--- config.mk ---
export PLATFORM = sky130hd
export DESIGN_NAME = cwd_isqrt
export DESIGN_NICKNAME = d
export VERILOG_FILES = /design/src/rtl/cwd_isqrt.sv
export SDC_FILE = /design/constraint.sdc
export NUM_CORES = 1
export LEC_CHECK = 0
export ABC_CLOCK_PERIOD_IN_PS = 12400
export BUFFER_PORTS_ARGS = -buffer_cell sky130_fd_sc_hd__buf_2
export CORE_MARGIN = 5
export CORE_UTILIZATION = 31
export CTS_BUF_LIST = sky130_fd_sc_hd__clkbuf_2
export DETAILED_ROUTE_END_ITERATION = 6
export GPL_TIMING_DRIVEN = 1
export PLACE_DENSITY_LB_ADDON = 0.08
export SLEW_MARGIN = 20
export SYNTH_ARGS = -nofsm -noshare
export SYNTH_HDL_FRONTEND = slang
export SYNTH_SLANG_ARGS = --single-unit
--- constraint.sdc ---
create_clock -name clk -period 12.4 [get_ports clk]
set_clock_uncertainty 0.05 [all_clocks]
set_input_delay 2.48 -clock clk [delete_from_list [all_inputs] [get_ports clk]]
set_output_delay 2.48 -clock clk [all_outputs]
set_load 0.1 [all_outputs]
--- src/rtl/cwd_isqrt.sv ---
// Iterative floor square root, one result bit per cycle.
module cwd_isqrt #(
  parameter int SQ_W = 36
) (
  input  logic                clk,
  input  logic                rst,
  input  logic                start,
  input  logic [SQ_W-1:0]     value,
  output logic                busy,
  output logic [SQ_W/2-1:0]   root
);

  localparam int RT_W  = SQ_W / 2;
  localparam int CNT_W = $clog2(RT_W + 1);

  logic [SQ_W-1:0]  src;
  logic [RT_W+1:0]  rem;
  logic [CNT_W-1:0] steps;
  logic [RT_W+1:0]  rem_sh;
  logic [RT_W+1:0]  trial;

  always_comb begin
    rem_sh = {rem[RT_W-1:0], src[SQ_W-1 -: 2]};
    trial  = {root, 2'b01};
  end

  always_ff @(posedge clk) begin
    if (rst) begin
      busy  <= 1'b0;
      steps <= '0;
    end else if (start) begin
      busy  <= 1'b1;
      steps <= CNT_W'(RT_W);
      src   <= value;
      rem   <= '0;
      root  <= '0;
    end else if (busy) begin
      src <= {src[SQ_W-3:0], 2'b00};
      if (rem_sh >= trial) begin
        rem  <= rem_sh - trial;
        root <= {root[RT_W-2:0], 1'b1};
      end else begin
        rem  <= rem_sh;
        root <= {root[RT_W-2:0], 1'b0};
      end
      steps <= steps - CNT_W'(1);
      if (steps == CNT_W'(1)) begin
        busy <= 1'b0;
      end
    end
  end

endmodule

==> Word level (Yosys, flattened, before mapping) <==
Cells that the tools add are included.
{ "word_totals": {"elab_cells": 25, "reg_bits": 78, "output_inout_bits": 19, "in_bits": 39} }
{ "classes": {"n_eq_ne": 1, "n_bitwise": 1, "magnitude_cmp": 1, "muxes": 11, "n_reduce_logical": 3, "add_sub_neg": 2} }
{ "op_table": {"columns": ["cell", "count"], "rows": [
  ["two-way mux 36 bit", 2],
  ["two-way mux 18 bit", 3],
  ["greater-or-equal comparator 20 bit", 1],
  ["subtractor 18 bit", 1],
  ["two-way mux 5 bit", 2],
  ["equality test 5 x 1 -> 1 bit (second input constant)", 1],
  ["subtractor 5 x 1 -> 5 bit (second input constant)", 1],
  ["two-way mux 1 bit", 4],
  ["AND reduction 2 bit", 1],
  ["nonzero test 2 bit", 1],
  ["OR reduction 2 bit", 1],
  ["inverter 1 bit", 1]
]} }

==> Depth between registers and ports, before layout <==
Gate-level depths: netlist (run 1).
{ "logic_depth": {"ltp_word": 4, "mapped_depth": 10, "mapped_depth_nobuf": 9} }

==> Least setup slack after synthesis (run 1) <==
OpenSTA, ideal clock, no wires.
{ "synth_path": {"kind": "input to register", "start": "in start", "end": "reg rem[0] (enable)", "n_path_buf": 1, "cell_stages": 3, "path_slack_ps": 6096, "required_ps": 11847, "arrival_time_ps": 5751, "setup_ps": 503, "path_cell_list": "clkbuf_1 > nor2_1 > nor2_1"} }
{ "synth_via": {"elab_chain_cells": 2} }
{ "synth_rtl": {"columns": ["element", "line_no", "source"], "rows": [
  ["start: declaration", "7", "input logic start,"],
  ["nonzero test 2 bit (no source line)", null, null],
  ["AND reduction 2 bit (no source line)", null, null],
  ["end signal: assignment", "40", "rem <= rem_sh - trial;"],
  ["end signal: assignment", "43", "rem <= rem_sh;"],
  ["end: declaration", "17", "logic [RT_W+1:0] rem;"]
]} }
No other way between the ends.
A chain may end at the register's enable or synchronous reset.

==> Worst setup path after layout (run 1) <==
{ "layout_path": {"start": "in start", "end": "reg rem[11] (enable)"} }
Same word-level chain as after synthesis.

==> results_dict.tcl, run 1 <==
set metrics [dict create \
    ctsResizeCount 0 \
    drive_gt1_share_pct 27.5 \
    syn_avg_cell_area_sq_um 11.7 \
    drtIter0Drc 123 \
    tritoncts "built" \
    setup_viol 0 \
    power_frac_seq_pct 47.0 \
    ys_top_cells_by_area "edfxtp_1 52%, mux2_2 9.2%, ha_1 6.6%, nor2_1 4.5%, mux2i_1 3.1%" \
    totalNegativeSetupSlack_ns 0 \
    power.density_cell_area_mw_per_mm2 140 \
    grt_antenna_before_repair 2 \
    sw_frac_of_total_pct 29.6 \
    iteration_count_of_the_initial_detailed_routing_pass 4 \
    core_area_sq_mm 0.0132 \
    layout_min_cycle_time_ns 4.52 \
    power.share.clock_pct 29.5 \
    antenna_violating_nets_post_route 0 \
    timing_hold_violations_final 0 \
    clockRootBuffer "clkbuf_2" \
    floorplan.die.height_um 126 \
    crit_path_end_kind "flip-flop" \
    slew-limit-headroom_pct 40.6 \
    post-dp-hpwl_um 5820 \
    row_count 42 \
    place.gp.congestion 0.754 \
    async_flop_share_pct 0 \
    layout_worst_path_cycle_share_pct 36.5 \
    clk-insertion-delay-late_ns 0.56 \
    antenna-diode-count 0 \
    routed_wirelength_um 8480 \
    rsz0062_at_grt "false" \
    fill_cells 1342 \
    grt_pass1_wl_um 14000 \
    ios 58 \
    io_buffers 57 \
    synth_top_cell_area_share_pct 51.7 \
    timing_worst_setup_path_type "primary input to flip-flop" \
    die_w_um 126 \
    maximum_ir_drop_on_the_vdd_rail_uv 59.4 \
    ys_seq_area_share_pct 54.6 \
    synth.yosys.warnings 0 \
    timing_max_transition_violations_final 0 \
    cts-root-to-sink-buffers 2 \
    floorplan.initialDensity_pct 31.6 \
    mappedNetlistArea_sq_mm 0.00418 \
    critical_path_at_ns 4.68 \
    cts_bufs_inserted 9 \
    max_slew.worst_pin.slew_ns 0.890 \
    global_route.overflow_total 0 \
    worst_setup_hold_path_clk_slew_ns 0.20 \
    routed-via-count 2768 \
    wl_per_cell_um 14.3 \
    internal_power_mw 0.479 \
    synth_edf_count 72 \
    synth_seq_cells 78 \
    cts_num_sinks 78 \
    post_place_worst_slack_ns 7.15 \
    viasPerCell 4.66 \
    status "finished clean" \
    synth_top_flop_cell "edfxtp_1" \
    final_nets 474 \
    synth_nets 417 \
    cellLeakagePower_nw 1.95 \
    dieArea_sq_mm 0.0159 \
    worst_slack_ns 7.88 \
    synth_cell_type_count 41 \
    cp_data_required_time_ns 12.56 \
    combPwrFrac_pct 23.5 \
    netlist_instances 356 \
    hold_path.class "flip-flop to flip-flop" \
    critPathLaunchType "primary input" \
    globalRouteTotalUtil_pct 11.1 \
    timing.fmax_ghz 0.221 \
    netlist.top_cell.by_area "edfxtp_1" \
    maxCapViolCount 0 \
    cp_max_fo 79 \
    p_sw_mw 0.201 \
    hold_buffers 0 \
    totalPowerFinal_mw 0.680 \
    via_count_of_the_first_global_routing_pass 2838 \
    detail_route.drc_violations 0 \
    cts.htree.levels 3 \
    syn2layout_area_growth_pct 15.8 \
    grt_start_max_net_pins 80 \
    postCtsSetupBuffers 0 \
]
[Yosys cell counts, types with 10 or more instances]
library cell  number
edfxtp_1          72
a21oi_1           23
o21ai_0           10
ha_1              22
nor2_1            50
clkbuf_1          10
xnor2_1           12
mux2_2            34
mux2i_1           13
inv_1             22
nand2_1           23
[worst paths after layout]
| check | start | endpoint | slack, ns | cells after the start |
|---|---|---|---|---|
| worst max-delay path | start | rem[11] | 7.88 | 5 |
| worst min-delay path | steps[3] | steps[3] | 0.51 | 2 |
| worst max register to register | root[11] | rem[8] | 9.53 | 10 |
| worst min register to register | steps[3] | steps[3] | 0.51 | 2 |
[cells by family (layout without fill, tap and decap cells)]
| group | count (synthesis) | after routing | synth area share, % |
|---|---|---|---|
| muxes | 47 | 47 | 12.3 |
| buffers and inverters | 36 | 98 | 3.41 |
| AOI/OAI and AO/OA | 54 | 54 | 8.35 |
| xor gates and xnor gates | 18 | 18 | 3.77 |
| and+or+nand+nor | 101 | 101 | 11.0 |
| DFF | 78 | 78 | 54.6 |
| adders and majority gates | 22 | 22 | 6.58 |
[through the flow]
stage	area [sq um]	std cells	utilization (%)	hold WS [ns]
finish	4840	594	36.5	0.506
global route	4840	594	36.5	0.533
CTS	4840	594	36.5	0.509
detailed placement	4660	578	35.2	0.484
global placement	4660	578	35.2	0.477
floorplan	4180	356	-	0.464
[cell usage in the layout (no fill, tap or decap), drive strengths merged, types with 6 or more instances in the layout]
master,count
nand2,23
inv,22
ha,22
mux2,34
a21oi,23
clkbuf,10
edfxtp,72
o21ai,13
dfxtp,6
nor2,50
xnor2,12
buf,60
mux2i,13
xor2,6
[worst max-delay path, stage by stage]
cell	delay, ns
buf_2	0.08
buf_4	0.67
nor2_1	0.17
nor2_4	0.60
buf_4	0.64
[sequential cells by signal, indices dropped and copies added (netlist names)]
register and count:
rem 18, busy 1, steps 5, src 36, root 18
[power groups by stage]
stage	clock network, mW	logic [mW]	registers, mW
after floorplan	0	0.102	0.352
after global placement	0	0.162	0.326
after detailed placement	0	0.162	0.326
after global routing	0.219	0.177	0.322
final	0.201	0.160	0.320
after CTS	0.211	0.163	0.320
[layer usage]
metal	track usage [%]	vias up	share of wire [%]
met5	0	-	0.47
met2	15.7	69	43
li1	-	1392	-
met1	15.0	1288	49
met4	4.86	4	1.2
met3	4.40	15	6.2
[final cells by class]
class                           count  area (sq um)  share of cell area, %
Sequential cell                    78          2280                   47.2
Multi-Input combinational cell    242          1760                   36.4
Timing Repair Buffer               60           308                   6.36
Tap cell                          176           220                   4.55
Clock inverter                      6           134                   2.77
Inverter                           22          82.6                   1.71
Clock buffer                       10          50.0                   1.03
No activity file was read; power rests on OpenSTA's default activity.
==> run 2, diff against run 1 <==
ABC_AREA = 1   (was default)
ABC_CLOCK_PERIOD_IN_PS = 4000   (was 12400)
clock period = 4 ns   (was 12.4 ns; I/O delays follow)
==> run 2 against run 1 <==
- register-to-register slack lost 8.0 ns
- combinational power grew to 3.4 times the previous value
- via count grew 30%
- synthesized cell count grew 56%
- largest cell class unchanged
- total power grew to 2.8 times the previous value
==> results_dict.tcl, run 2 <==
set metrics [dict create \
    status "finished clean" \
    drive_gt1_share_pct 15.2 \
    totalNegativeSetupSlack_ns 0 \
    hold_buffers 0 \
    detail_route.drc_violations 0 \
    yosysMostFrequentCell "nand2_1" \
    iteration_count_of_the_initial_detailed_routing_pass 6 \
    crit_slowest_cell "edfxtp_1" \
    core_area_sq_mm 0.0144 \
    post_place_worst_slack_ns 1.45 \
    io_buffers 57 \
    cts.htree.levels 3 \
    worst_setup_hold_path_clk_slew_ns 0.22 \
    grt_pass1_wl_um 17200 \
    drtIter0Drc 215 \
    cts-root-to-sink-buffers 2 \
    wl_per_cell_um 13.1 \
    netlist_instances 555 \
    power.density_cell_area_mw_per_mm2 378 \
    ios 58 \
    max_reg_flops 36 \
    cts_bufs_inserted 9 \
    syn2layout_area_growth_pct 12.8 \
    final_common_cell "nand2_1" \
    registers.top_by_ff_count "src" \
    floorplan.initialDensity_pct 31.2 \
    final_nets 674 \
    clockRootBuffer "clkbuf_2" \
    place.gp.congestion 0.839 \
    clk-insertion-delay-late_ns 0.56 \
    grt_antenna_before_repair 0 \
    antenna_violating_nets_post_route 0 \
    routed-via-count 3597 \
    dieArea_sq_mm 0.0170 \
    timing.critical_path.max_delay_family "simple AND/OR/NAND/NOR gates" \
    setup_viol 0 \
    synth_top_flop_cell "edfxtp_1" \
    layout_min_cycle_time_ns 2.45 \
    synth_edf_count 72 \
    ys_top_cells_by_area "edfxtp_1 48%, nand2_1 17%, nor2_1 6.4%, ha_1 6.1%, inv_1 5.9%" \
    critPathLaunchType "flip-flop" \
    post-dp-hpwl_um 7500 \
    mappedNetlistArea_sq_mm 0.00449 \
    cp_max_fo 27 \
    globalRouteTotalUtil_pct 13.0 \
    rsz0062_at_grt "false" \
    synth_cell_type_count 34 \
    slew-limit-headroom_pct 53.5 \
    synth_seq_cells 78 \
    routed_wirelength_um 10500 \
    timing.reg2reg.setup_slack_ns 1.55 \
    largest_registers "src: 36 flops, rem: 18 flops, root: 18 flops" \
    cp_data_required_time_ns 4.28 \
    timing_hold_violations_final 0 \
    ys_top_cells_by_count "203 x nand2_1, 77 x nor2_1, 72 x edfxtp_1" \
    maximum_ir_drop_on_the_vdd_rail_uv 166 \
    cp_num_buf_inv 2 \
    cts_num_sinks 78 \
    async_flop_share_pct 0 \
    timing_worst_setup_path_type "flip-flop to flip-flop" \
    synth_top_cell_area_share_pct 48.2 \
    syn_avg_cell_area_sq_um 8.09 \
    floorplan.die.height_um 130 \
    antenna-diode-count 0 \
    ys_seq_area_share_pct 50.8 \
    viasPerCell 4.49 \
    layout_worst_path_cycle_share_pct 61.2 \
    ctsResizeCount 0 \
    tritoncts "built" \
    crit_path_cell_trace "inv_1, ha_1, nand2_2, nor2_1, nand3_1, nor2_1, nor2_2, nand2_4, inv_1, nor2_1, nor2_1" \
    row_count 44 \
    worst_slack_ns 1.55 \
    synth_nets 616 \
    layout_common_cells "203 x nand2_1, 76 x nor2_1, 72 x edfxtp_1" \
    die_w_um 130 \
    critical_path_at_ns 2.72 \
    netlist.top_cell.by_area "edfxtp_1" \
    critical-path-top-cell-by-count "nor2_1" \
    fill_cells 1538 \
    max_slew.worst_pin.slew_ns 0.697 \
    maxCapViolCount 0 \
    totalPowerFinal_mw 1.92 \
    hold_path.class "primary input to flip-flop" \
    timing.fmax_ghz 0.409 \
    timing_max_transition_violations_final 0 \
    cellLeakagePower_nw 2.48 \
    via_count_of_the_first_global_routing_pass 3660 \
    global_route.overflow_total 0 \
    postCtsSetupBuffers 0 \
    grt_start_max_net_pins 74 \
    crit_path_end_kind "flip-flop" \
    critical_path.max_stage_delay_ns 0.42 \
    synth.yosys.warnings 0 \
]
==> run 2: cell count changes in the layout (fill, tap and decap cells not counted), sizes merged, moves of 9 or more <==
| cell | delta |
|---|---|
| nand3 | +19 |
| mux2 | -34 |
| nand2 | +187 |
| nor2 | +29 |
| mux2i | -13 |
| inv | +52 |
| a21oi | -9 |
| xnor2 | -9 |
==> run 2: layout make-up <==
class | instances | area [sq um] | share of cell area, %
clock buffer | 12 | 60.1 | 1.19
sequential | 78 | 2280 | 45.0
clock inverter | 4 | 23.8 | 0.469
timing repair buffer | 60 | 320 | 6.32
inverter | 74 | 278 | 5.48
tap | 184 | 230 | 4.54
multi-input combinational | 390 | 1870 | 36.9
==> run 2: logic make-up (layout without fill, tap and decap cells) <==
kind of cell | after synthesis | in the layout | share of synthesized area [%]
adder cells (fa/ha/maj) | 22 | 22 | 6.13
XOR/XNOR | 10 | 10 | 1.95
flip-flops | 78 | 78 | 50.8
buffers and inverters | 87 | 150 | 7.64
AO/OA/AOI/OAI | 36 | 36 | 4.54
AND/OR/NAND/NOR | 322 | 322 | 28.9
==> run 2: final timing paths <==
kind | start | to | cells past startpoint
worst max register to register | root[4] | rem[7] | 11
worst min register to register | steps[4] | steps[4] | 2
worst min-delay path | rst | steps[1] | 2
worst max-delay path | root[4] | rem[7] | 11
==> run 2: report_power, final <==
part           leakage (nW)  internal [mW]  total (mW)  switching [mW]
registers             0.749          0.968       0.995          0.0268
clock network        0.0556         0.0859       0.373           0.288
logic                  1.67          0.162       0.547           0.386
==> run 2: metal layers <==
metal / global-route usage [%] / part of all wire (%)
met1: 16.6 / 47
met2: 21.2 / 46
met3: 3.11 / 4.7
met4: 5.44 / 1.8
met5: 0 / 0
==> run 2: per-stage QoR <==
stage / instances / hold slack, ns / area, sq um / util (%)
after detailed placement: 786 / 0.435 / 4980 / 34.7
after floorplan: 555 / 0.407 / 4490 / -
after global placement: 786 / 0.426 / 4980 / 34.7
after global routing: 802 / 0.332 / 5070 / 35.3
after CTS: 802 / 0.340 / 5070 / 35.3
final: 802 / 0.405 / 5070 / 35.3
